<file path="src/design/position_triggered_pulse_timestamper_core_macros.svh">
// Assertion macros for the position triggered pulse timestamper.
// Included by the top level; no other dependencies.
`ifndef POSITION_TRIGGERED_PULSE_TIMESTAMPER_CORE_MACROS_SVH
`define POSITION_TRIGGERED_PULSE_TIMESTAMPER_CORE_MACROS_SVH

`ifndef NO_ASSERTIONS
`define PTPT_ASSERT_NOW(label, clk, rst_n, ante, cons, msg) \
	label: assert property (@(posedge clk) disable iff (!rst_n) (ante) |-> (cons)) \
		else $error(msg);
`define PTPT_ASSERT_NEXT(label, clk, rst_n, ante, cons, msg) \
	label: assert property (@(posedge clk) disable iff (!rst_n) (ante) |=> (cons)) \
		else $error(msg);
`else
`define PTPT_ASSERT_NOW(label, clk, rst_n, ante, cons, msg)
`define PTPT_ASSERT_NEXT(label, clk, rst_n, ante, cons, msg)
`endif

`endif

</file>
<file path="src/design/ptpt_pkg.sv">
// Shared types and constants of the position triggered pulse timestamper.
// No dependencies; used by the channel interfaces and the top level.
`default_nettype none

package ptpt_pkg;

	localparam int POS_WIDTH_DEF = 32;

	localparam int CFG_IDX_W  = 3;
	localparam int CFG_DATA_W = 31;

	localparam int ND_W   = 21;
	localparam int ON_W   = 20;
	localparam int PT_W   = 20;
	localparam int PL_W   = 31;
	localparam int TS_W   = 32;
	localparam int OFF_W  = 31;
	localparam int SEQ_W  = 8;
	localparam int MAG_W  = 32;
	localparam int PROD_W = PL_W + MAG_W - 1;
	localparam int CNT_W  = 5;

	localparam logic [CNT_W-1:0] MUL_LAST = CNT_W'(MAG_W - 1);
	localparam logic [CNT_W-1:0] DIV_LAST = CNT_W'(OFF_W - 1);
	localparam logic [OFF_W-1:0] OFF_MAX  = {OFF_W{1'b1}};

	typedef enum logic [CFG_IDX_W-1:0] {
		CFG_NETWORK_DELAY = 3'd0,
		CFG_ON_DELAY      = 3'd1,
		CFG_END_MODE      = 3'd2,
		CFG_PULSE_TIME    = 3'd3,
		CFG_PULSE_LENGTH  = 3'd4
	} cfg_idx_t;

	typedef struct packed {
		logic signed [31:0] position;
		logic signed [31:0] trigger_position;
		logic               enable;
		logic signed [31:0] net_time;
		logic               edge_error_in;
		logic               edge_warning_in;
	} scan_t;

	typedef struct packed {
		logic signed [TS_W-1:0] pulse_timestamp;
		logic [ON_W-1:0]        on_delay_out;
		logic [OFF_W-1:0]       off_time;
		logic [SEQ_W-1:0]       sequence_res;
		logic                   enable_out;
		logic                   error_ack;
		logic                   warning_ack;
		logic                   module_error;
		logic                   edge_warning;
	} result_t;

endpackage

`default_nettype wire

</file>
<file path="src/design/ptpt_ifs.sv">
// Valid/ready channel interfaces for scan requests and results.
// Depends on ptpt_pkg.
`default_nettype none

interface ptpt_scan_if;
	logic            valid;
	logic            ready;
	ptpt_pkg::scan_t data;

	modport source(output valid, output data, input ready);
	modport sink(input valid, input data, output ready);
endinterface

interface ptpt_result_if;
	logic              valid;
	logic              ready;
	ptpt_pkg::result_t data;

	modport source(output valid, output data, input ready);
	modport sink(input valid, input data, output ready);
endinterface

`default_nettype wire

</file>
<file path="src/design/position_triggered_pulse_timestamper_core.sv">
// Position triggered pulse timestamper, top level.
// Depends on ptpt_pkg, ptpt_ifs and the assertion macro header.
//
// One scan request in, one result out. A scan that does not fire the trigger
// passes through the prep state to the done state, where its result is
// registered. A firing scan runs the interpolation bit-serially, one bit of
// |dt| per cycle through a shared shift-and-subtract unit; in length mode,
// unless time runs backward, the product is then divided by a restoring
// divider at one quotient bit per cycle, and the division is skipped when
// the off time saturates. A new result waits in the done state while the
// previous one still waits on ready. The next scan is taken once the result
// is in the output register, while that result still waits.
`default_nettype none

`include "position_triggered_pulse_timestamper_core_macros.svh"

module position_triggered_pulse_timestamper_core #(
	parameter int POS_WIDTH = ptpt_pkg::POS_WIDTH_DEF
) (
	input  logic                            clk,
	input  logic                            arst_n,
	input  logic                            cfg_we,
	input  logic [ptpt_pkg::CFG_IDX_W-1:0]  cfg_index,
	input  logic [ptpt_pkg::CFG_DATA_W-1:0] cfg_data,
	ptpt_scan_if.sink                       scan,
	ptpt_result_if.source                   result
);

	localparam int PW = (POS_WIDTH < 32) ? POS_WIDTH : 32;
	localparam int RW = ((PW > ptpt_pkg::OFF_W) ? PW : ptpt_pkg::OFF_W) + 2;
	localparam int TW = ptpt_pkg::TS_W;
	localparam int OW = ptpt_pkg::OFF_W;
	localparam int XW = ptpt_pkg::PROD_W;

	typedef enum logic [2:0] {
		S_IDLE, S_PREP, S_MAG, S_MUL, S_SAT, S_DIV, S_DONE
	} state_t;

	// configuration
	logic [ptpt_pkg::ND_W-1:0] nd_q;
	logic [ptpt_pkg::ON_W-1:0] on_delay_q;
	logic                      end_mode_q;
	logic [ptpt_pkg::PT_W-1:0] pulse_time_q;
	logic [ptpt_pkg::PL_W-1:0] pulse_len_q;

	// control and held state
	state_t                     state_q;
	logic signed [PW-1:0]       last_pos_q;
	logic [TW-1:0]              last_t_q;
	logic                       armed_q;
	logic                       prev_en_q;
	logic [TW-1:0]              held_ts_q;
	logic [ptpt_pkg::ON_W-1:0]  held_on_q;
	logic [OW-1:0]              held_off_q;
	logic [ptpt_pkg::SEQ_W-1:0] seq_q;
	logic                       err_ack_q;
	logic                       warn_ack_q;
	logic                       res_valid_q;
	ptpt_pkg::result_t          res_data_q;

	// datapath
	logic signed [PW-1:0]       pos_s1;
	logic signed [PW-1:0]       trig_s1;
	logic                       en_s1;
	logic [TW-1:0]              t_s1;
	logic                       err_s1;
	logic                       warn_s1;
	logic [TW-1:0]              d_q;
	logic [PW-1:0]              dist_q;
	logic [PW-1:0]              off_q;
	logic                       fire_q;
	logic                       merr_q;
	logic                       mwarn_q;
	logic                       dneg_q;
	logic [ptpt_pkg::MAG_W-1:0] mag_q;
	logic [RW-1:0]              r_q;
	logic [TW-1:0]              q_q;
	logic [XW-1:0]              p_q;
	logic [ptpt_pkg::CNT_W-1:0] cnt_q;
	logic                       sat_q;
	logic [OW-1:0]              dq_q;

	logic [TW-1:0]              t_c;
	logic [TW-1:0]              d_c;
	logic                       inside_c;
	logic                       fire_c;
	logic [PW-1:0]              dist_c;
	logic [PW-1:0]              off_c;
	logic [RW-1:0]              dist_ext;
	logic [RW-1:0]              dist2_ext;
	logic [RW-1:0]              r2;
	logic [RW-1:0]              r2d;
	logic [RW-1:0]              p_hi;
	logic                       sat_c;
	logic                       mbit;
	logic                       out_free;
	logic [TW-1:0]              ts_n;
	logic [OW-1:0]              off_n;

	assign t_c = scan.data.net_time + {{(TW - ptpt_pkg::ND_W){nd_q[ptpt_pkg::ND_W-1]}}, nd_q};

	assign d_c      = t_s1 - last_t_q;
	assign inside_c = (trig_s1 <= pos_s1) && (trig_s1 >= last_pos_q);
	assign fire_c   = inside_c && (pos_s1 != last_pos_q) && !armed_q && prev_en_q && en_s1;
	assign dist_c   = pos_s1 - last_pos_q;
	assign off_c    = trig_s1 - last_pos_q;

	assign dist_ext  = {{(RW - PW){1'b0}}, dist_q};
	assign dist2_ext = {dist_ext[RW-2:0], 1'b0};
	assign mbit      = mag_q[ptpt_pkg::MAG_W-1];
	assign r2 = {r_q[RW-2:0], 1'b0} + (mbit ? {{(RW - PW){1'b0}}, off_q} : RW'(0));
	assign r2d  = {r_q[RW-2:0], p_q[OW-1]};
	assign p_hi = {{(RW - (XW - OW)){1'b0}}, p_q[XW-1:OW]};
	assign sat_c = p_hi >= dist_ext;

	assign out_free = !res_valid_q || result.ready;

	assign ts_n = !fire_q ? held_ts_q : (dneg_q ? t_s1 - q_q : t_s1 + q_q);

	always_comb begin
		if (!fire_q) begin
			off_n = held_off_q;
		end else if (!end_mode_q) begin
			off_n = {{(OW - ptpt_pkg::PT_W){1'b0}}, pulse_time_q};
		end else if (dneg_q) begin
			off_n = '0;
		end else if (sat_q) begin
			off_n = ptpt_pkg::OFF_MAX;
		end else begin
			off_n = dq_q;
		end
	end

	assign scan.ready   = (state_q == S_IDLE);
	assign result.valid = res_valid_q;
	assign result.data  = res_data_q;

	always_ff @(posedge clk or negedge arst_n) begin
		if (!arst_n) begin
			nd_q         <= '0;
			on_delay_q   <= '0;
			end_mode_q   <= 1'b0;
			pulse_time_q <= '0;
			pulse_len_q  <= '0;
		end else if (cfg_we) begin
			unique case (cfg_index)
				ptpt_pkg::CFG_NETWORK_DELAY: nd_q <= cfg_data[ptpt_pkg::ND_W-1:0];
				ptpt_pkg::CFG_ON_DELAY:      on_delay_q <= cfg_data[ptpt_pkg::ON_W-1:0];
				ptpt_pkg::CFG_END_MODE:      end_mode_q <= cfg_data[0];
				ptpt_pkg::CFG_PULSE_TIME:    pulse_time_q <= cfg_data[ptpt_pkg::PT_W-1:0];
				ptpt_pkg::CFG_PULSE_LENGTH:  pulse_len_q <= cfg_data[ptpt_pkg::PL_W-1:0];
				default: ;
			endcase
		end
	end

	always_ff @(posedge clk or negedge arst_n) begin
		if (!arst_n) begin
			state_q     <= S_IDLE;
			last_pos_q  <= '0;
			last_t_q    <= '0;
			armed_q     <= 1'b0;
			prev_en_q   <= 1'b0;
			held_ts_q   <= '0;
			held_on_q   <= '0;
			held_off_q  <= '0;
			seq_q       <= '0;
			err_ack_q   <= 1'b0;
			warn_ack_q  <= 1'b0;
			res_valid_q <= 1'b0;
			res_data_q  <= '0;
		end else begin
			if (res_valid_q && result.ready && state_q != S_DONE) begin
				res_valid_q <= 1'b0;
			end
			unique case (state_q)
				S_IDLE: begin
					if (scan.valid) begin
						state_q <= S_PREP;
					end
				end
				S_PREP: begin
					last_t_q   <= t_s1;
					last_pos_q <= pos_s1;
					prev_en_q  <= en_s1;
					err_ack_q  <= err_s1;
					warn_ack_q <= warn_s1;
					if (fire_c) begin
						armed_q <= 1'b1;
					end else if (!inside_c) begin
						armed_q <= 1'b0;
					end
					state_q <= fire_c ? S_MAG : S_DONE;
				end
				S_MAG: state_q <= S_MUL;
				S_MUL: begin
					if (cnt_q == ptpt_pkg::MUL_LAST) begin
						state_q <= (end_mode_q && !dneg_q) ? S_SAT : S_DONE;
					end
				end
				S_SAT: state_q <= sat_c ? S_DONE : S_DIV;
				S_DIV: begin
					if (cnt_q == ptpt_pkg::DIV_LAST) begin
						state_q <= S_DONE;
					end
				end
				S_DONE: begin
					if (out_free) begin
						if (fire_q) begin
							held_ts_q  <= ts_n;
							held_on_q  <= on_delay_q;
							held_off_q <= off_n;
							seq_q      <= seq_q + 1'b1;
						end
						res_data_q.pulse_timestamp <= ts_n;
						res_data_q.on_delay_out    <= fire_q ? on_delay_q : held_on_q;
						res_data_q.off_time        <= off_n;
						res_data_q.sequence_res    <= fire_q ? seq_q + 1'b1 : seq_q;
						res_data_q.enable_out      <= en_s1;
						res_data_q.error_ack       <= err_ack_q;
						res_data_q.warning_ack     <= warn_ack_q;
						res_data_q.module_error    <= merr_q;
						res_data_q.edge_warning    <= mwarn_q;
						res_valid_q                <= 1'b1;
						state_q                    <= S_IDLE;
					end
				end
				default: state_q <= S_IDLE;
			endcase
		end
	end

	always_ff @(posedge clk) begin
		unique case (state_q)
			S_IDLE: begin
				if (scan.valid) begin
					pos_s1  <= scan.data.position[PW-1:0];
					trig_s1 <= scan.data.trigger_position[PW-1:0];
					en_s1   <= scan.data.enable;
					t_s1    <= t_c;
					err_s1  <= scan.data.edge_error_in;
					warn_s1 <= scan.data.edge_warning_in;
				end
			end
			S_PREP: begin
				d_q     <= d_c;
				dist_q  <= dist_c;
				off_q   <= off_c;
				fire_q  <= fire_c;
				merr_q  <= err_s1 && !err_ack_q;
				mwarn_q <= warn_s1 && !warn_ack_q;
			end
			S_MAG: begin
				dneg_q <= d_q[TW-1];
				mag_q  <= d_q[TW-1] ? (~d_q + 1'b1) : d_q;
				r_q    <= '0;
				q_q    <= '0;
				p_q    <= '0;
				cnt_q  <= '0;
			end
			S_MUL: begin
				mag_q <= {mag_q[ptpt_pkg::MAG_W-2:0], 1'b0};
				p_q   <= {p_q[XW-2:0], 1'b0} + (mbit ? {{(XW - ptpt_pkg::PL_W){1'b0}}, pulse_len_q}
				                                     : XW'(0));
				if (r2 >= dist2_ext) begin
					r_q <= r2 - dist2_ext;
					q_q <= {q_q[TW-2:0], 1'b0} + TW'(2);
				end else if (r2 >= dist_ext) begin
					r_q <= r2 - dist_ext;
					q_q <= {q_q[TW-2:0], 1'b1};
				end else begin
					r_q <= r2;
					q_q <= {q_q[TW-2:0], 1'b0};
				end
				cnt_q <= cnt_q + 1'b1;
			end
			S_SAT: begin
				sat_q <= sat_c;
				r_q   <= p_hi;
				dq_q  <= '0;
				cnt_q <= '0;
			end
			S_DIV: begin
				p_q <= {p_q[XW-2:0], 1'b0};
				if (r2d >= dist_ext) begin
					r_q  <= r2d - dist_ext;
					dq_q <= {dq_q[OW-2:0], 1'b1};
				end else begin
					r_q  <= r2d;
					dq_q <= {dq_q[OW-2:0], 1'b0};
				end
				cnt_q <= cnt_q + 1'b1;
			end
			S_DONE: ;
			default: ;
		endcase
	end

	`PTPT_ASSERT_NEXT(a_accept_prep, clk, arst_n, scan.valid && scan.ready,
		state_q == S_PREP, "accepted request did not enter prep")
	`PTPT_ASSERT_NOW(a_mul_rem, clk, arst_n, state_q == S_MUL, r_q < dist_ext,
		"interpolation remainder not below distance")
	`PTPT_ASSERT_NEXT(a_seq_step, clk, arst_n, state_q == S_DONE && fire_q && out_free,
		seq_q == ptpt_pkg::SEQ_W'($past(seq_q) + 1'b1), "sequence did not step on trigger")

endmodule

`default_nettype wire

</file>
<file path="src/flat_wrapper.sv">
// flat-port wrapper written by rule: the top's interface ports become plain ports
module position_triggered_pulse_timestamper_core_flat 
#(
	parameter int POS_WIDTH = ptpt_pkg::POS_WIDTH_DEF
)
  (clk, arst_n, cfg_we, cfg_index, cfg_data, scan_valid, scan_data, scan_ready, result_valid, result_data, result_ready);
  ptpt_scan_if scan_i ();
  ptpt_result_if result_i ();
  input  logic clk;
  input  logic arst_n;
  input  logic cfg_we;
  input  logic [ptpt_pkg::CFG_IDX_W-1:0] cfg_index;
  input  logic [ptpt_pkg::CFG_DATA_W-1:0] cfg_data;
  input wire logic [$bits(scan_i.valid)-1:0] scan_valid;
  input wire logic [$bits(scan_i.data)-1:0] scan_data;
  output wire logic [$bits(scan_i.ready)-1:0] scan_ready;
  output wire logic [$bits(result_i.valid)-1:0] result_valid;
  output wire logic [$bits(result_i.data)-1:0] result_data;
  input wire logic [$bits(result_i.ready)-1:0] result_ready;
  assign scan_i.valid = scan_valid;
  assign scan_i.data = scan_data;
  assign scan_ready = scan_i.ready;
  assign result_valid = result_i.valid;
  assign result_data = result_i.data;
  assign result_i.ready = result_ready;
  position_triggered_pulse_timestamper_core #(.POS_WIDTH(POS_WIDTH)) u_core (.clk(clk), .arst_n(arst_n), .cfg_we(cfg_we), .cfg_index(cfg_index), .cfg_data(cfg_data), .scan(scan_i), .result(result_i));
endmodule
</file>
<file path="config.mk">
export PLATFORM = sky130hd
export DESIGN_NAME = position_triggered_pulse_timestamper_core_flat
export DESIGN_NICKNAME = d
export VERILOG_FILES = /design/src/design/ptpt_pkg.sv /design/src/design/ptpt_ifs.sv /design/src/design/position_triggered_pulse_timestamper_core.sv /design/src/flat_wrapper.sv
export VERILOG_INCLUDE_DIRS = /design/src /design/src/design
export SDC_FILE = /design/constraint.sdc
export NUM_CORES = 2
export LEC_CHECK = 0
export BUFFER_PORTS_ARGS = -buffer_cell sky130_fd_sc_hd__buf_2
export CORE_UTILIZATION = 40
export DETAILED_ROUTE_END_ITERATION = 16
export PLACE_DENSITY = 0.66
export SLEW_MARGIN = 20
export SYNTH_ARGS = -nofsm -noshare
export SYNTH_HDL_FRONTEND = slang
export SYNTH_SLANG_ARGS = --single-unit
</file>
<file path="constraint.sdc">
create_clock -name clk -period 13.8 [get_ports clk]
set_input_delay 0.69 -clock clk [delete_from_list [all_inputs] [get_ports clk]]
set_output_delay 0.69 -clock clk [all_outputs]
set_load 0.05 [all_outputs]
</file>
After elaboration in Yosys (flattened, before gate mapping):

Cells that the tools add are included.

* bits of input ports: 138
* logic and storage cells: 154
* output and inout bits: 98
* register bits: 719

* add/sub/neg operators: 15
* muxes and demuxes: 34
* bitwise operators: 1
* reductions and logical operators: 35
* order comparisons: 6
* equality and inequality tests: 19

Operators with widths (number)
* 62-bit one-hot mux with 3 select lines: 1
* 32-bit two-way mux: 5
* 31-bit two-way mux: 5
* 33-bit one-hot mux with 4 select lines: 1
* 32-bit one-hot mux with 2 select lines: 2
* 32-bit subtractor: 4
* 33-bit two-way mux: 3
* 34-bit by 32-bit >= comparator with 1-bit output: 2
* 33-bit by 32-bit subtractor with 33-bit output: 2
* 32-bit adder: 2
* 62-bit adder: 1
* 31-bit one-hot mux with 2 select lines: 1
* 34-bit by 32-bit adder with 34-bit output: 1
* 34-bit by 33-bit >= comparator with 1-bit output: 1
* 33-bit subtractor: 1
* 32-bit by 1-bit adder with 32-bit output, second input constant: 1
* 32-bit by 2-bit adder with 32-bit output, second input constant: 1
* 31-bit by 32-bit >= comparator with 1-bit output: 1
* 32-bit >= comparator: 1
* 32-bit less-or-equal comparator: 1
* 32-bit inequality test: 1
* 32-bit NOT: 1
* 3-bit one-hot mux with 7 select lines: 1
* 2-bit AND reduction: 8
* other kinds (23): 62

Longest topological paths before layout:

* depth after elaboration: 8
* gate-level depth with buffers: 29
* depth with buffers taken out: 24

Worst setup path after synthesis:

No wires, ideal clock.

* kind: register to register
* start point: register u_core.mag_q[31] (netlist name)
* end point: register u_core.q_q[15] (data pin)
* setup slack: 7.283 ns
* data required time: 13.534 ns
* library setup time: 0.266 ns
* arrival time: 6.251 ns
* clock period less this slack: 6.517 ns
* buffers on the path: 2
* stages on the path, launching flop included: 26
* cells stage by stage: edfxtp_1 -> clkbuf_1 -> clkbuf_1 -> and2_1 -> ha_1 -> fa_1 -> a211oi_2 -> nor2_1 -> o41a_1 -> a311o_1 -> a311o_1 -> a21oi_1 -> o21ai_0 -> xor2_1 -> ha_1 -> nand4_1 -> or2_1 -> or4_1 -> a221oi_1 -> o21ai_0 -> o211a_1 -> and3_4 -> a2111o_1 -> nor3_1 -> xnor2_1 -> nor2_1

* cells in the longest elaborated chain, start to end: 5

Ends and longest elaborated chain
* from (decl): RTL line position_triggered_pulse_timestamper_core.sv:75 `logic [ptpt_pkg::MAG_W-1:0] mag_q;`
* from (signal assigned): RTL line position_triggered_pulse_timestamper_core.sv:255 `mag_q <= d_q[TW-1] ? (~d_q + 1'b1) : d_q;`
* from (signal assigned): RTL line position_triggered_pulse_timestamper_core.sv:262 `mag_q <= {mag_q[ptpt_pkg::MAG_W-2:0], 1'b0};`
* 32-bit two-way mux: RTL line position_triggered_pulse_timestamper_core.sv:111 `assign r2 = {r_q[RW-2:0], 1'b0} + (mbit ? {{(RW - PW){1'b0}}, off_q} : RW'(0));`
* 34-bit by 32-bit adder with 34-bit output: RTL line position_triggered_pulse_timestamper_core.sv:111
* 34-bit by 33-bit >= comparator with 1-bit output: RTL line position_triggered_pulse_timestamper_core.sv:265 `if (r2 >= dist2_ext) begin`
* 32-bit two-way mux: RTL line position_triggered_pulse_timestamper_core.sv:265
* 32-bit one-hot mux with 2 select lines: RTL line position_triggered_pulse_timestamper_core.sv:234 `unique case (state_q)`
* to (signal assigned): RTL line position_triggered_pulse_timestamper_core.sv:267 `q_q <= {q_q[TW-2:0], 1'b0} + TW'(2);`
* to (signal assigned): RTL line position_triggered_pulse_timestamper_core.sv:270 `q_q <= {q_q[TW-2:0], 1'b1};`
* to (signal assigned): RTL line position_triggered_pulse_timestamper_core.sv:273 `q_q <= {q_q[TW-2:0], 1'b0};`
* to (decl): RTL line position_triggered_pulse_timestamper_core.sv:77 `logic [TW-1:0] q_q;`

No other way between the ends.
A chain may end at the register's enable or synchronous reset.

Final worst setup path:

* start point: register u_core.mag_q[31] (netlist name)
* end point: register u_core.r_q[8] (data pin)

* cells in the longest elaborated chain, start to end: 6
* elaborated cells between the ends (all ways): 9
* classes of those cells: add/sub: 3; order compare: 2; mux: 4

Ends and longest elaborated chain
* 32-bit two-way mux (*): RTL line position_triggered_pulse_timestamper_core.sv:111
* 34-bit by 32-bit adder with 34-bit output (*): RTL line position_triggered_pulse_timestamper_core.sv:111
* 33-bit by 32-bit subtractor with 33-bit output / 34-bit by 32-bit >= comparator with 1-bit output (equally long branches): RTL line position_triggered_pulse_timestamper_core.sv:269, position_triggered_pulse_timestamper_core.sv:268
* 33-bit two-way mux: RTL line position_triggered_pulse_timestamper_core.sv:268 `end else if (r2 >= dist_ext) begin`
* 33-bit two-way mux (*): RTL line position_triggered_pulse_timestamper_core.sv:265
* 33-bit one-hot mux with 4 select lines (*): RTL line position_triggered_pulse_timestamper_core.sv:234
* to (signal assigned): RTL line position_triggered_pulse_timestamper_core.sv:266 `r_q <= r2 - dist2_ext;`
* to (signal assigned): RTL line position_triggered_pulse_timestamper_core.sv:269 `r_q <= r2 - dist_ext;`
* to (signal assigned): RTL line position_triggered_pulse_timestamper_core.sv:272 `r_q <= r2;`
* to (decl): RTL line position_triggered_pulse_timestamper_core.sv:76 `logic [RW-1:0] r_q;`

Mark *: on every way between the ends. The rest lies on a longest branch, timed or not.

==> impl_metrics.py <==
metrics = {
    "outcome": {
        "status": "completed",
    },
    "worst_setup_path": {
        "cp.arrival_ps": 8310,
        "worstSetupStartpoint": "u_core.mag_q[31]",
        "slowest_stage": "nand2_1",
        "cp_common_cell": "o21ai_0",
        "cp_slowest_stage_delay_ps": 600,
        "critPathBufInv": 2,
        "r2r_cells": 26,
        "cp.required_ps": 14220,
        "regToRegSetupSlack_ps": 5910,
        "path_delay_family": "compound AO/OA/AOI/OAI gates",
        "crit_fanout": 63,
        "path_class": "reg -> reg",
        "end_kind": "flip-flop",
        "reg2reg_to": "u_core.r_q[8]",
        "reg2reg_from": "u_core.mag_q[31]",
        "cp-start-kind": "flip-flop",
    },
    "drt": {
        "drcViolationCount": 0,
        "ant_nets": 0,
        "vias": 39000,
        "wl_mm": 139,
        "drt_iter0_drc": 3480,
        "drt-wirelength-per-cell_um": 20.3,
        "viasPerCell": 5.70,
        "dr.pass1.iters": 5,
    },
    "clock_tree": {
        "worst_skew_pair.late_latency_ps": 680,
        "hold_buffers": 1,
        "cts_setup_buffers": 0,
        "cts_root_buffer": "clkbuf_16",
        "cts_resized": 0,
        "cts.path.max_buffers": 3,
        "cts_made_buffers": 80,
        "cts_sinks": 719,
        "cts_tree": "built",
        "htree_levels": 3,
        "clkTransAtPathRegs_ps": 60,
    },
    "sta": {
        "slew_headroom_pct": 20.9,
        "hold_violations": 0,
        "skew_ps": 43.1,
        "setup_viol": 0,
        "worstMarginPinSlew_ps": 1180,
        "clock.fmax_ghz": 0.127,
        "slew_viol_final": 0,
        "post-route-min-period_ps": 7890,
        "rsz0062_at_grt": "no",
        "fin_tns_setup_ps": 0,
        "fin_crit_sh_pct": 57.2,
    },
    "global_route": {
        "grt_pass1_wl_mm": 215,
        "grt_pass1_vias": 36700,
        "grt.total_usage_pct": 22.6,
        "gr-total-overflow": 0,
        "grt_start_max_net_pins": 104,
        "grt_antenna_before_repair": 5,
    },
    "synthesis": {
        "ys_seq_elements": 719,
        "ys_types": 85,
        "netlist_instances": 5061,
        "ys.flop_type": "edfxtp_1",
        "yosysSeqAreaShare_pct": 41.9,
        "ys_warn_count": 0,
        "syn_area_per_cell_um2": 9.41,
        "synth-edff-count": 395,
        "synth_nets": 5592,
        "synth-async-reset-ratio_pct": 45.1,
        "syn_area_um2": 47600,
    },
    "finish": {
        "final_common_cell": "nand2_1",
        "multi_input_area_um2": 26100,
        "layout-drive-gt1-share_pct": 10.5,
        "regArea_um2": 20000,
        "fin_nets": 5763,
        "fillers": 11100,
        "area_growth_pct": 11.6,
        "layout_common_cells": "nand2_1 (676), o21ai_0 (428), edfxtp_1 (395)",
    },
    "die": {
        "floorplan.initialDensity_pct": 40.3,
        "die_height_um": 347,
        "coreArea_um2": 118000,
        "dieArea_um2": 120000,
        "rows": 126,
        "die_x_um": 347,
        "ios": 236,
    },
    "worst_hold_path": {
        "hp-start": "scan_data[65]",
        "worstHoldPathCells": 1,
        "whs_endpoint": "u_core.trig_s1[30]",
        "min_path_type": "in -> reg",
    },
    "place": {
        "gp_congestion": 1.01,
        "port_buffers": 235,
        "hpwlAfterDp_mm": 104,
    },
    "flow_run": {
        "cap_violations": 0,
    },
}
flip-flops by register name (all words and copies together) (netlist names), 3 cells and up:
register / flops
u_core.t_s1: 32
u_core.pulse_len_q: 31
u_core.held_off_q: 31
u_core.seq_q: 8
u_core.trig_s1: 32
u_core.nd_q: 21
u_core.cnt_q: 5
u_core.state_q: 3
u_core.r_q: 33
u_core.mag_q: 32
u_core.dq_q: 31
u_core.pos_s1: 32
u_core.q_q: 32
u_core.last_t_q: 32
u_core.result.data: 68
u_core.pulse_time_q: 20
u_core.dist_q: 32
u_core.held_on_q: 20
u_core.d_q: 32
u_core.on_delay_q: 20
u_core.last_pos_q: 32
u_core.off_q: 32
u_core.held_ts_q: 32
u_core.p_q: 62
cell type report:
cell class	instances	share of cell area [%]
inverters	257	1.82
repair buffers	277	2.83
multi-input cells	3897	49.0
diodes	3	0.0141
clock inverters	36	0.770
well taps	1536	3.62
flip-flops and latches	719	37.6
clock buffers	111	4.34
metal layers:
layer  track usage (%)  part of all wire (%)
met2              35.3                    45
met1              32.6                    47
met4              7.03                   2.8
met5                 0                0.0050
met3              2.58                   6.1
Yosys cell counts (17+ instances only):
library cell	number	area [um^2]
edfxtp_1	395	11900
nor2_1	301	1130
o21bai_1	44	330
nand2b_1	66	413
a21o_1	166	1250
o41ai_1	17	149
a21oi_1	331	1660
xor2_1	123	1080
and2_1	89	557
xnor2_1	230	2010
a31oi_1	67	419
buf_1	23	86.3
nor4_1	22	138
nor3_1	81	405
o21a_1	53	398
o21ai_0	428	2140
mux2_2	101	1140
nand3_1	84	420
dfrtp_1	324	8110
or3_1	39	244
clkbuf_1	158	593
o211ai_1	31	233
and3_1	70	438
nand2_1	679	2550
or4_1	17	128
o31ai_1	29	218
nor2b_1	55	344
mux2i_1	63	631
ha_1	383	4790
inv_1	254	953
nand4_1	65	407
a211oi_1	27	203
cells by family (layout without fill, tap and decap cells):
| family | count (synthesis) | count (layout) | share of synthesized area (%) |
|---|---|---|---|
| XOR/XNOR | 353 | 353 | 6.49 |
| multiplexers | 165 | 165 | 3.74 |
| flip-flops | 719 | 719 | 41.9 |
| buffers and inverters | 445 | 681 | 3.53 |
| other | 0 | 3 | 0 |
| AND/OR/NAND/NOR | 1624 | 1624 | 16.0 |
| adder cells (fa/ha/maj) | 393 | 393 | 10.5 |
| AO/OA/AOI/OAI | 1362 | 1362 | 17.8 |
through the flow:
step                instance area, um^2  cells  hold slack, ps  utilization [%]  setup slack (ps)
floorplan                         47600   5061             394                -              7280
detailed placement                50400   6685             434             42.7              6110
global placement                  50400   6685             442             42.7              6220
CTS                               53100   6833             150             45.0              6070
finish                            53200   6836             193             45.0              5910
global route                      53200   6834             173             45.0              5660
how the worst max path moves through the flow:
stage                     end  slack (ps)  cells past startpoint
2_1_floorplan  u_core.q_q[15]        7280                     25
3_3_place_gp    u_core.r_q[8]        6220                     26
3_5_place_dp    u_core.r_q[8]        6110                     26
4_1_cts         u_core.r_q[8]        6070                     26
5_1_grt        u_core.r_q[21]        5660                     26
6_report        u_core.r_q[8]        5910                     26
Power is not shown: default switching activity piles up to over one toggle a cycle in this logic, so the estimate is an artifact.
